## config.mk

```make
export PLATFORM = sky130hd
export DESIGN_NAME = header_sniff_hex_escape_filter
export DESIGN_NICKNAME = d
export VERILOG_FILES = /design/src/rtl/hse_pkg.sv /design/src/rtl/hse_probe_store.sv /design/src/rtl/hse_char_unit.sv /design/src/rtl/header_sniff_hex_escape_filter.sv
export SDC_FILE = /design/constraint.sdc
export NUM_CORES = 1
export LEC_CHECK = 0
export BUFFER_PORTS_ARGS = -buffer_cell sky130_fd_sc_hd__buf_2
export CAP_MARGIN = 20
export CORE_ASPECT_RATIO = 0.75
export CORE_MARGIN = 4
export CORE_UTILIZATION = 66
export CTS_CLUSTER_SIZE = 30
export DETAILED_ROUTE_END_ITERATION = 10
export GPL_TIMING_DRIVEN = 0
export MAX_ROUTING_LAYER = met4
export PLACE_DENSITY = 0.93
export SETUP_SLACK_MARGIN = 0.15
export SLEW_MARGIN = 20
export SYNTH_ARGS = -nofsm -noshare
export SYNTH_HDL_FRONTEND = slang
export SYNTH_SLANG_ARGS = --single-unit
```

## constraint.sdc

```tcl
create_clock -name clock -period 7.8 [get_ports clock]
set_input_delay 0.39 -clock clock [delete_from_list [all_inputs] [get_ports clock]]
set_output_delay 0.39 -clock clock [all_outputs]
set_load 0.02 [all_outputs]
```

## src/rtl/hse_pkg.sv

```systemverilog
// Types, constants and character functions of the header sniff hex escape filter.
package hse_pkg;

   localparam int PROBE_DEPTH = 16;
   localparam int PROBE_AW    = $clog2(PROBE_DEPTH);
   localparam int COUNT_W     = $clog2(PROBE_DEPTH + 1);
   localparam int PHASE_W     = 2;

   localparam logic [7:0] CH_N         = 8'h4E;
   localparam logic [7:0] CH_M         = 8'h4D;
   localparam logic [7:0] CH_L         = 8'h4C;
   localparam logic [7:0] CH_S         = 8'h53;
   localparam logic [7:0] VER_ONE      = 8'd1;
   localparam logic [7:0] VER_TWO      = 8'd2;
   localparam logic [7:0] PRINT_LO     = 8'd32;
   localparam logic [7:0] PRINT_HI     = 8'd126;
   localparam logic [7:0] CH_NL        = 8'h0A;
   localparam logic [7:0] CH_CR        = 8'h0D;
   localparam logic [7:0] CH_TAB       = 8'h09;
   localparam logic [7:0] CH_BACKSLASH = 8'h5C;
   localparam logic [7:0] CH_LOWER_X   = 8'h78;
   localparam logic [7:0] CH_ZERO      = 8'h30;
   localparam logic [7:0] CH_HEX_ALPHA = 8'h37;
   localparam logic [7:0] REJECT_CHAR  = 8'h00;

   // Character positions inside one escape sequence.
   localparam logic [PHASE_W-1:0] PH_SLASH = 2'd0;
   localparam logic [PHASE_W-1:0] PH_X     = 2'd1;
   localparam logic [PHASE_W-1:0] PH_HI    = 2'd2;
   localparam logic [PHASE_W-1:0] PH_LO    = 2'd3;

   typedef enum logic [2:0] {
      ST_IDLE,
      ST_ESC,
      ST_REJECT,
      ST_LOAD,
      ST_EMIT
   } state_type;

   typedef struct packed {
      logic                en;
      logic [PROBE_AW-1:0] addr;
      logic [7:0]          data;
   } probe_wr_type;

   typedef struct packed {
      logic [7:0] ch;
      logic       done;
   } char_out_type;

   function automatic logic passes_plain(input logic [7:0] b);
      return (b == CH_NL) || (b == CH_CR) || (b == CH_TAB) ||
             ((b >= PRINT_LO) && (b <= PRINT_HI));
   endfunction

   function automatic logic [7:0] hex_char(input logic [3:0] nib);
      return (nib < 4'd10) ? (CH_ZERO + {4'b0, nib}) : (CH_HEX_ALPHA + {4'b0, nib});
   endfunction

   // Checks one header byte against the magic at its position; later bytes pass.
   function automatic logic magic_step(input logic [COUNT_W-1:0] idx, input logic [7:0] b);
      logic ok;
      priority if (idx == COUNT_W'(0)) ok = (b == CH_N);
      else if (idx == COUNT_W'(1)) ok = (b == CH_M);
      else if (idx == COUNT_W'(2)) ok = (b == CH_L);
      else if (idx == COUNT_W'(3)) ok = (b == CH_S);
      else if (idx == COUNT_W'(4)) ok = (b == VER_ONE) || (b == VER_TWO);
      else ok = 1'b1;
      return ok;
   endfunction

endpackage

```

## src/rtl/hse_probe_store.sv

```systemverilog
// Probe store holding the first bytes of a file, with a registered read port.
module hse_probe_store (
   input  logic                         clock,
   input  hse_pkg::probe_wr_type        wr,
   input  logic [hse_pkg::PROBE_AW-1:0] rd_addr,
   output logic [7:0]                   rd_data
);
   import hse_pkg::*;

   logic [7:0] mem [PROBE_DEPTH];
   logic [7:0] rd_data_ff;

   always_ff @(posedge clock) begin
      if (wr.en) begin
         mem[wr.addr] <= wr.data;
      end
      rd_data_ff <= mem[rd_addr];
   end

   assign rd_data = rd_data_ff;

endmodule

```

## src/rtl/hse_char_unit.sv

```systemverilog
// Shared unit that gives one output character of a byte's escaped form per call.
module hse_char_unit (
   input  logic [7:0]                  data_in,
   input  logic [hse_pkg::PHASE_W-1:0] phase,
   output hse_pkg::char_out_type       res
);
   import hse_pkg::*;

   always_comb begin
      if (passes_plain(data_in)) begin
         res.ch   = data_in;
         res.done = 1'b1;
      end else begin
         res.done = (phase == PH_LO);
         unique case (phase)
            PH_SLASH: res.ch = CH_BACKSLASH;
            PH_X:     res.ch = CH_LOWER_X;
            PH_HI:    res.ch = hex_char(data_in[7:4]);
            PH_LO:    res.ch = hex_char(data_in[3:0]);
            default:  res.ch = CH_BACKSLASH;
         endcase
      end
   end

endmodule

```

## src/rtl/header_sniff_hex_escape_filter.sv

```systemverilog
// Use: bytes of one file enter on the req_ channel, one transfer each, with req_tlast
// on the final byte. The first 16 bytes are held back in a probe store. If they start
// with the archive magic and a version of 1 or 2, one reject transfer (rsp_tuser high,
// data zero) is sent and the rest of the file is dropped. Otherwise the held bytes and
// every later byte come out as text on the rsp_ channel, one character per transfer,
// with non-printable bytes written as a backslash, x and two upper-case hex digits;
// tab, line feed and carriage return pass as they are. rsp_tlast marks the reject,
// the last character of the probe flush and the last character of each later byte.
// A later byte gives its output characters (one or four) one per cycle while the
// receiver is ready, from the single character unit. The flush of the probe reads
// each held byte from the store and then sends its one to four characters.
// Bytes that only fill the probe, and bytes of a refused file, produce no output.
// req_tready is high only while idle. A stalled receiver holds the output register
// and with it the whole sequence. Reset (synchronous) empties the probe and starts
// a fresh file; each file's final byte does the same once its output has been sent.
module header_sniff_hex_escape_filter (
   input  logic       clock,
   input  logic       reset,
   input  logic       req_tvalid,
   output logic       req_tready,
   input  logic [7:0] req_tdata,   // [7:0] data_byte
   input  logic       req_tlast,   // file_end
   output logic       rsp_tvalid,
   input  logic       rsp_tready,
   output logic [7:0] rsp_tdata,   // [7:0] out_char
   output logic       rsp_tuser,   // [0] rejected
   output logic       rsp_tlast    // run_last
);
   import hse_pkg::*;

   state_type            state_ff, state_in;
   logic [COUNT_W-1:0]   count_ff, count_in;
   logic                 decided_ff, decided_in;
   logic                 refused_ff, refused_in;
   logic                 magic_ok_ff, magic_ok_in;
   logic [PHASE_W-1:0]   phase_ff, phase_in;
   logic [PROBE_AW-1:0]  rd_idx_ff, rd_idx_in;
   logic                 last_ff, last_in;
   logic [7:0]           byte_ff, byte_in;
   logic                 rsp_valid_ff, rsp_valid_in;
   logic [7:0]           rsp_data_ff, rsp_data_in;
   logic                 rsp_user_ff, rsp_user_in;
   logic                 rsp_last_ff, rsp_last_in;

   logic                 accept, probing, full_now, magic_now, file_clear;
   logic                 out_free, emit, emit_rej, emit_last, flush_end;
   logic [7:0]           emit_ch, cu_data, rd_data;
   char_out_type         cu_res;
   probe_wr_type         probe_wr;

   assign accept    = req_tvalid && req_tready;
   assign probing   = !refused_ff && !decided_ff;
   assign full_now  = (count_ff == COUNT_W'(PROBE_DEPTH - 1));
   assign magic_now = magic_ok_ff && magic_step(count_ff, req_tdata);
   assign out_free  = !rsp_valid_ff || rsp_tready;
   assign flush_end = ((COUNT_W'(rd_idx_ff) + COUNT_W'(1)) == count_ff);

   assign probe_wr.en   = accept && probing;
   assign probe_wr.addr = count_ff[PROBE_AW-1:0];
   assign probe_wr.data = req_tdata;

   hse_probe_store u_probe (
      .clock   (clock),
      .wr      (probe_wr),
      .rd_addr (rd_idx_ff),
      .rd_data (rd_data)
   );

   assign cu_data = (state_ff == ST_EMIT) ? rd_data : byte_ff;

   hse_char_unit u_char (
      .data_in (cu_data),
      .phase   (phase_ff),
      .res     (cu_res)
   );

   // Next state.
   always_comb begin
      state_in = state_ff;
      unique case (state_ff)
         ST_IDLE: begin
            if (accept) begin
               priority if (refused_ff) state_in = ST_IDLE;
               else if (decided_ff) state_in = ST_ESC;
               else if (full_now) state_in = magic_now ? ST_REJECT : ST_LOAD;
               else if (req_tlast) state_in = ST_LOAD;
               else state_in = ST_IDLE;
            end
         end
         ST_ESC: begin
            if (emit && emit_last) state_in = ST_IDLE;
         end
         ST_REJECT: begin
            if (emit) state_in = ST_IDLE;
         end
         ST_LOAD: begin
            state_in = ST_EMIT;
         end
         ST_EMIT: begin
            if (emit && cu_res.done) state_in = flush_end ? ST_IDLE : ST_LOAD;
         end
         default: state_in = ST_IDLE;
      endcase
   end

   // Outputs of the sequencer.
   always_comb begin
      req_tready = 1'b0;
      emit       = 1'b0;
      emit_ch    = cu_res.ch;
      emit_rej   = 1'b0;
      emit_last  = 1'b0;
      unique case (state_ff)
         ST_IDLE: begin
            req_tready = 1'b1;
         end
         ST_ESC: begin
            emit      = out_free;
            emit_last = cu_res.done;
         end
         ST_REJECT: begin
            emit      = out_free;
            emit_ch   = REJECT_CHAR;
            emit_rej  = 1'b1;
            emit_last = 1'b1;
         end
         ST_LOAD: begin
            emit = 1'b0;
         end
         ST_EMIT: begin
            emit      = out_free;
            emit_last = cu_res.done && flush_end;
         end
         default: begin
            emit = 1'b0;
         end
      endcase
   end

   // A file ends either when its final byte is dropped or when the last result
   // caused by its final byte is sent.
   assign file_clear = (accept && refused_ff && req_tlast) ||
                       (emit && emit_last && last_ff);

   always_comb begin
      count_in    = count_ff;
      decided_in  = decided_ff;
      refused_in  = refused_ff;
      magic_ok_in = magic_ok_ff;
      if (file_clear) begin
         count_in    = '0;
         decided_in  = 1'b0;
         refused_in  = 1'b0;
         magic_ok_in = 1'b1;
      end else if (accept && probing) begin
         count_in    = count_ff + COUNT_W'(1);
         magic_ok_in = magic_now;
         if (full_now) begin
            decided_in = !magic_now;
            refused_in = magic_now;
         end
      end
   end

   always_comb begin
      phase_in  = phase_ff;
      rd_idx_in = rd_idx_ff;
      if (accept) begin
         phase_in  = '0;
         rd_idx_in = '0;
      end else if (emit) begin
         phase_in = cu_res.done ? '0 : phase_ff + PHASE_W'(1);
         if (cu_res.done && (state_ff == ST_EMIT) && !flush_end) begin
            rd_idx_in = rd_idx_ff + PROBE_AW'(1);
         end
      end
   end

   assign last_in = accept ? req_tlast : last_ff;
   assign byte_in = accept ? req_tdata : byte_ff;

   always_comb begin
      rsp_valid_in = rsp_valid_ff && !rsp_tready;
      rsp_data_in  = rsp_data_ff;
      rsp_user_in  = rsp_user_ff;
      rsp_last_in  = rsp_last_ff;
      if (emit) begin
         rsp_valid_in = 1'b1;
         rsp_data_in  = emit_ch;
         rsp_user_in  = emit_rej;
         rsp_last_in  = emit_last;
      end
   end

   always_ff @(posedge clock) begin
      if (reset) begin
         state_ff     <= ST_IDLE;
         count_ff     <= '0;
         decided_ff   <= 1'b0;
         refused_ff   <= 1'b0;
         magic_ok_ff  <= 1'b1;
         phase_ff     <= '0;
         rd_idx_ff    <= '0;
         last_ff      <= 1'b0;
         rsp_valid_ff <= 1'b0;
      end else begin
         state_ff     <= state_in;
         count_ff     <= count_in;
         decided_ff   <= decided_in;
         refused_ff   <= refused_in;
         magic_ok_ff  <= magic_ok_in;
         phase_ff     <= phase_in;
         rd_idx_ff    <= rd_idx_in;
         last_ff      <= last_in;
         rsp_valid_ff <= rsp_valid_in;
      end
   end

   always_ff @(posedge clock) begin
      byte_ff     <= byte_in;
      rsp_data_ff <= rsp_data_in;
      rsp_user_ff <= rsp_user_in;
      rsp_last_ff <= rsp_last_in;
   end

   assign rsp_tvalid = rsp_valid_ff;
   assign rsp_tdata  = rsp_data_ff;
   assign rsp_tuser  = rsp_user_ff;
   assign rsp_tlast  = rsp_last_ff;

endmodule

```

==> results of run 1 <==
## worst min-delay path by stage
stage,start,to,cells past startpoint
2_1_floorplan,phase_ff[0],phase_ff[0],2
3_3_place_gp,phase_ff[0],phase_ff[0],2
3_5_place_dp,phase_ff[0],phase_ff[0],2
4_1_cts,req_tlast,last_ff,3
5_1_grt,req_tlast,last_ff,3
6_report,req_tlast,last_ff,3
## flip-flops by register name (all words and copies together) (netlist names), 2 cells and up
signal           cells
count_ff             5
u_probe.mem        128
rsp_tdata            8
byte_ff              8
u_probe.rd_data      8
rd_idx_ff            4
state_ff             3
phase_ff             2
## cell families (layout without fill, tap and decap cells)
group / after synthesis / count (layout)
flip-flops: 173 / 173
AND/OR/NAND/NOR: 128 / 128
AO/OA/AOI/OAI: 73 / 73
multiplexers: 53 / 53
buffers and inverters: 44 / 98
XOR/XNOR: 11 / 11
adder cells (fa/ha/maj): 10 / 10
other: 1 / 1
## cell type report
type,count,area [µm²],area share (%)
Buffer,25,151,1.79
Clock buffer,20,437,5.16
Clock inverter,11,95.1,1.12
Inverter,19,71.3,0.843
Multi-Input combinational cell,276,2490,29.5
Sequential cell,173,4920,58.2
Tap cell,140,175,2.07
Timing Repair Buffer,23,115,1.36
## Yosys cell counts (all sizes together) (4+ instances only)
cell / number / share of area (%)
nor3: 11 / 0.79
clkbuf: 11 / 0.80
dfxtp: 27 / 7.1
xor2: 4 / 0.46
inv: 18 / 0.89
buf: 13 / 1.0
nand2b: 7 / 0.57
o211ai: 4 / 0.39
nand3: 8 / 0.53
mux2i: 10 / 1.3
ha: 10 / 1.6
a31oi: 6 / 0.57
nor3b: 5 / 0.56
mux4: 40 / 12
xnor2: 7 / 0.80
nand2: 24 / 1.2
nor2b: 4 / 0.33
o21ai: 12 / 0.79
a21oi: 14 / 0.92
nor4: 4 / 0.33
edfxtp: 146 / 58
or3: 4 / 0.39
nor2: 35 / 1.7
o21a: 4 / 0.39
a211oi: 6 / 0.59
nand3b: 5 / 0.49
## critical path, delay by kind of cell (launching register included)
kind,cells,cell delay (ns)
AO/OA/AOI/OAI,3,0.63
adder cells (fa/ha/maj),1,0.20
buffers and inverters,4,0.63
flip-flops,1,0.37
multiplexers,1,0.28
AND/OR/NAND/NOR,4,1.24
## where the power goes
group          internal (W)  leakage [nW]  switching (W)
Clock              0.000435         0.247       0.000345
Combinational     0.0000653         0.979       0.000124
Sequential          0.00104          1.55      0.0000231
Total               0.00154          2.77       0.000493
## per-stage QoR
stage / worst slack (ns) / util, % / hold slack [ns] / std cells
floorplan: 4.85 / - / 0.454 / 493
detailed placement: 4.31 / 71.4 / 0.479 / 656
CTS: 4.26 / 76.2 / 0.249 / 687
global route: 4.05 / 76.2 / 0.282 / 687
global placement: 4.45 / 71.2 / 0.470 / 656
finish: 4.17 / 76.2 / 0.258 / 687
## per-layer routing
| layer | vias up | GRT usage [%] |
|---|---|---|
| li1 | 2030 | - |
| met1 | 2404 | 41.2 |
| met2 | 376 | 47.8 |
| met3 | 65 | 6.39 |
| met4 | 0 | 12.5 |
| met5 | - | - |
==> summary.txt, run 1 <==
Status - completed
Worst R2R Start - state_ff[2]
Gr usage total - 30.9%
CTS tree - done
Die Ht - 101 µm
Most used cells in the layout excluding fill and tap cells - edfxtp_1, mux4_2, nor2_1, buf_2, dfxtp_1
Post-synthesis mux area share - 13.6%
Top sig layer - met4
Setup TNS - 0 ns
Top cell by count, worst path - o2111ai_1
Clk_skew - 0.0107 ns
Clk_lat worst skew - 0.43 ns
Largest family of logic cells by synthesized area - multiplexers
Max Clk Rate - 0.276 GHz
Register bit total from synthesis - 173
Startpoint types - register
Vias - 4875
Simple-gate portion of the synthesized area - 9.06%
Area of the die - 13300 µm²
Vias per inst - 7.10
Minimum clock period - 3.63 ns
Worst Setup End Kind - register
Routed wire length per instance - 27.1 µm
Post-synth cell types - 71
Final Hold Vio Count - 0
Synthesized instance count - 493
Synthesized Nets - 516
Synthesized area - 7620 µm²
EDFF count, synth - 146
Crit path arrival time - 3.79 ns
Clock transition at path regs - 0.07 ns
First-pass GRT wire length - 28900 µm
Met3 wire len - 1990 µm
Clock Tree Buf Depth - 2
Root buffer cell - clkbuf_16
Maxcap violations - 0
DRT Pass-1 Iters - 6
Period Utilization, post-route - 46.5%
DRT antenna net count - 0
Reg2reg path depth - 13
Hold WC Path Type - in2reg
Fillers - 602
Post-synthesis adder-cell area fraction - 1.64%
Static leakage - 2.77 nW
Sink Count - 173
Net count reported at finish - 558
Final slew viol count - 0
IO Count - 25
R2R Setup Slk - 4.17 ns
H-tree Lvls - 4
Hpwl dp - 11700 µm
Worst Max-Slew Pin Slew - 0.951 ns
Finish-stage setup viols - 0
Core Footprint - 11100 µm²
Crit path from - state_ff[2]
Register area share after synthesis - 64.6%
Hold_buf cts - 0
Rows - 33
Synth Area in XOR/XNOR - 1.26%
Power per cell area - 240 nW/µm²
Critical Path Max Stage Delay - 0.44 ns
RSZ-0062 raised after global routing - no
CP max-delay cell - nor4_1
IO Port Bufs - 23
Initial Utilization - 68.6%
Grt ovf - 0
CP cell instances - buf_2 -> or3b_1 -> buf_6 -> mux2_2 -> inv_1 -> ha_1 -> nor2b_1 -> o2111ai_1 -> o2111ai_1 -> and3_1 -> clkbuf_1 -> nor4_1 -> a211oi_1
Die W - 132 µm
DRC violations left - 0
Largest net degree at the start of global routing - 23
Avg Inst Size Synth - 15.5 µm²
VDD IR max - 0.179 mV
Initial antenna violation count - 0
Cts bufs inserted - 17
Ant diodes - 0
Reg-to-reg endpoint - rsp_tdata[3]
Share of cells above drive strength 1 - 21.4%
Maximum fanout along the worst path - 10
End point of the critical path - rsp_tdata[3]
WP data required - 7.96 ns
Top_reg_cell synth - edfxtp_1
Post-synthesis compound-gate area fraction - 6.88%
Final WL - 18600 µm
Worst setup path category - reg2reg
Setup bufs post-CTS - 0
Fin area - 8460 µm²
Yosys Warn Count - 0
Placed Instance Area - 7930 µm²
DRT iter0 DRCs - 801
Metal-1 WL - 7050 µm
Post-synthesis async set-or-reset flop share - 0%
Slew headroom - 36.6%
Total power draw - 0.00204 W
Area Overhead vs Synth - 11.1%
Number of global-route vias before repair - 4819
DR WL met2 - 9030 µm
Most common cell after layout, fill and taps aside - edfxtp_1
GP Congestion - 0.894
# resized after CTS - 0
Power figures use the tool's default switching activity.
==> run 2, diff against run 1 <==
CORE_UTILIZATION = 62   (was 66)
PLACE_DENSITY = 0.89   (was 0.93)
clock period = 3.4 ns   (was 7.8 ns; I/O delays follow)
==> summary.txt, run 2 (same netlist as run 1, synthesis figures left out) <==
RSZ-0062 raised after global routing - yes
Net count reported at finish - 566
IO Port Bufs - 23
Largest register by flop count - u_probe.mem
Rows - 34
R2R Setup Slk - 0.21 ns
Hold WC Path Type - in2reg
Reg power frac - 49.5%
Number of global-route vias before repair - 4615
Die Ht - 104 µm
Worst Setup End Kind - register
Net Sw Power - 0.00116 W
Multi-input combinational cell area - 2560 µm²
Root buffer cell - clkbuf_16
Final Core Density - 73.8%
H-tree Lvls - 4
Routed wire length per instance - 24.5 µm
GP Congestion - 0.909
Reg area - 4930 µm²
Most common cell after layout, fill and taps aside - edfxtp_1
Max Clk Rate - 0.314 GHz
CTS tree - done
Largest net degree at the start of global routing - 23
Worst setup path category - reg2reg
Setup TNS - 0 ns
Initial antenna violation count - 1
Cts bufs inserted - 17
DRT antenna net count - 0
Crit path arrival time - 3.51 ns
Status - completed
Clock share of power - 41.6%
Combinational fraction of design power - 8.9%
Final worst setup slack - 0.211 ns
Grt ovf - 0
Initial Utilization - 64.4%
Finish-stage setup viols - 0
Maximum fanout along the worst path - 10
Clk_skew - 0.00808 ns
Startpoint types - register
Sw Share - 23.5%
Power per cell area - 566 nW/µm²
Worst Max-Slew Pin Slew - 0.980 ns
Max FFs per register - 128
WP data required - 3.72 ns
Internal power - 0.00378 W
Static leakage - 2.88 nW
CP cell instances - buf_6 -> or3b_4 -> buf_6 -> mux2_4 -> ha_1 -> nor2b_2 -> o2111ai_2 -> o2111ai_2 -> buf_4 -> buf_4 -> a31oi_4 -> nor2_1 -> a41o_1
Hold path start - req_tlast
DRC violations left - 0
Slew headroom - 34.3%
Period Utilization, post-route - 93.8%
Clock Tree Buf Depth - 2
Final WL - 17600 µm
Gr usage total - 26.7%
Reg2reg path depth - 13
Hpwl dp - 11200 µm
Vias - 4789
Hold Path End - last_ff
VDD IR max - 0.361 mV
First-pass GRT wire length - 27000 µm
Vias per inst - 6.65
Final slew viol count - 0
Area Overhead vs Synth - 14.4%
Critical Path Max Stage Delay - 0.37 ns
Maxcap violations - 0
Fillers - 718
Worst Path Buf+Inv - 4
Final Hold Vio Count - 0
Hold path depth - 3
Core Footprint - 11800 µm²
Clock transition at path regs - 0.07 ns
Sink Count - 173
CP top delay family - compound AO/OA/AOI/OAI gates
DRT Pass-1 Iters - 6
Pre-CTS setup slack - 0.0162 ns
Share of cells above drive strength 1 - 24.8%
IO Count - 25
Reg-to-reg endpoint - rd_idx_ff[2]
DRT iter0 DRCs - 683
CP max-delay cell - dfxtp_4
Worst R2R Start - state_ff[2]
Die W - 136 µm
Area of the die - 14100 µm²
Minimum clock period - 3.19 ns
Most used cells in the layout excluding fill and tap cells - edfxtp_1, mux4_2, nor2_1, buf_2, dfxtp_1
Clk_lat worst skew - 0.43 ns
## run 2: cell types whose count changed in the layout (fill, tap and decap cells not counted), moves of 3 or more
cell / before / now
clkinv_4: 1 / 4
clkbuf_1: 12 / 8
buf_4: 0 / 9
bufinv_16: 1 / 4
## run 2: worst max-delay path by stage
stage / start / end / slack (ns) / depth (start not counted)
after floorplan: state_ff[2] / rsp_tdata[1] / 0.45 / 13
after global placement: state_ff[2] / rsp_tdata[2] / 0.09 / 14
after detailed placement: state_ff[2] / rsp_tdata[1] / 0.02 / 13
after CTS: state_ff[2] / rsp_tdata[1] / 0.12 / 13
after global routing: state_ff[2] / state_ff[0] / 0.13 / 13
final: state_ff[2] / rd_idx_ff[2] / 0.21 / 13
## run 2: tightest hold or removal path, cell delays in order
cell and delay, ns:
buf_2 0.11, mux2i_1 0.07, nor2_1 0.09
## run 2: layout make-up
type                            count  area share [%]
Sequential cell                   173            56.5
Inverter                           19           0.818
Antenna cell                        2          0.0574
Buffer                             25            1.84
Clock buffer                       17            4.88
Clock inverter                     15            2.25
Timing Repair Buffer               31            2.01
Multi-Input combinational cell    276            29.3
Tap cell                          162            2.32
## run 2: per-layer routing
layer	share of wire (%)	vias to the layer above	track usage [%]
li1	-	2042	-
met1	41	2407	39.0
met2	47	305	38.9
met3	9.7	35	6.48
met4	1.7	0	6.26
met5	0	-	-
## run 2: power groups by stage
stage	Sequential (W)	Clock [W]	Combinational [W]
2_1_floorplan	0.00249	0	0.000257
3_3_place_gp	0.00248	0	0.000393
3_5_place_dp	0.00249	0	0.000414
4_1_cts	0.00244	0.00205	0.000424
5_1_grt	0.00245	0.00216	0.000477
6_report	0.00244	0.00205	0.000441
## run 2: stage by stage
stage | cell area, µm² | hold slack (ns) | power [W] | instances
global placement | 7940 | 0.453 | 0.00288 | 678
finish | 8720 | 0.0497 | 0.00494 | 720
global route | 8720 | 0.0497 | 0.00509 | 719
CTS | 8610 | 0.0434 | 0.00492 | 712
floorplan | 7620 | 0.269 | 0.00275 | 493
detailed placement | 7960 | 0.488 | 0.00290 | 678
## run 2: timing repair
item | in CTS | in global routing
buffers inserted | 2 | 6
hold endpoints to repair | 0 | 0
hold buffers | 0 | 0
endpoints found under the setup margin | 13 | 28
pin swaps | 0 | 3
gates resized for setup | 3 | 17
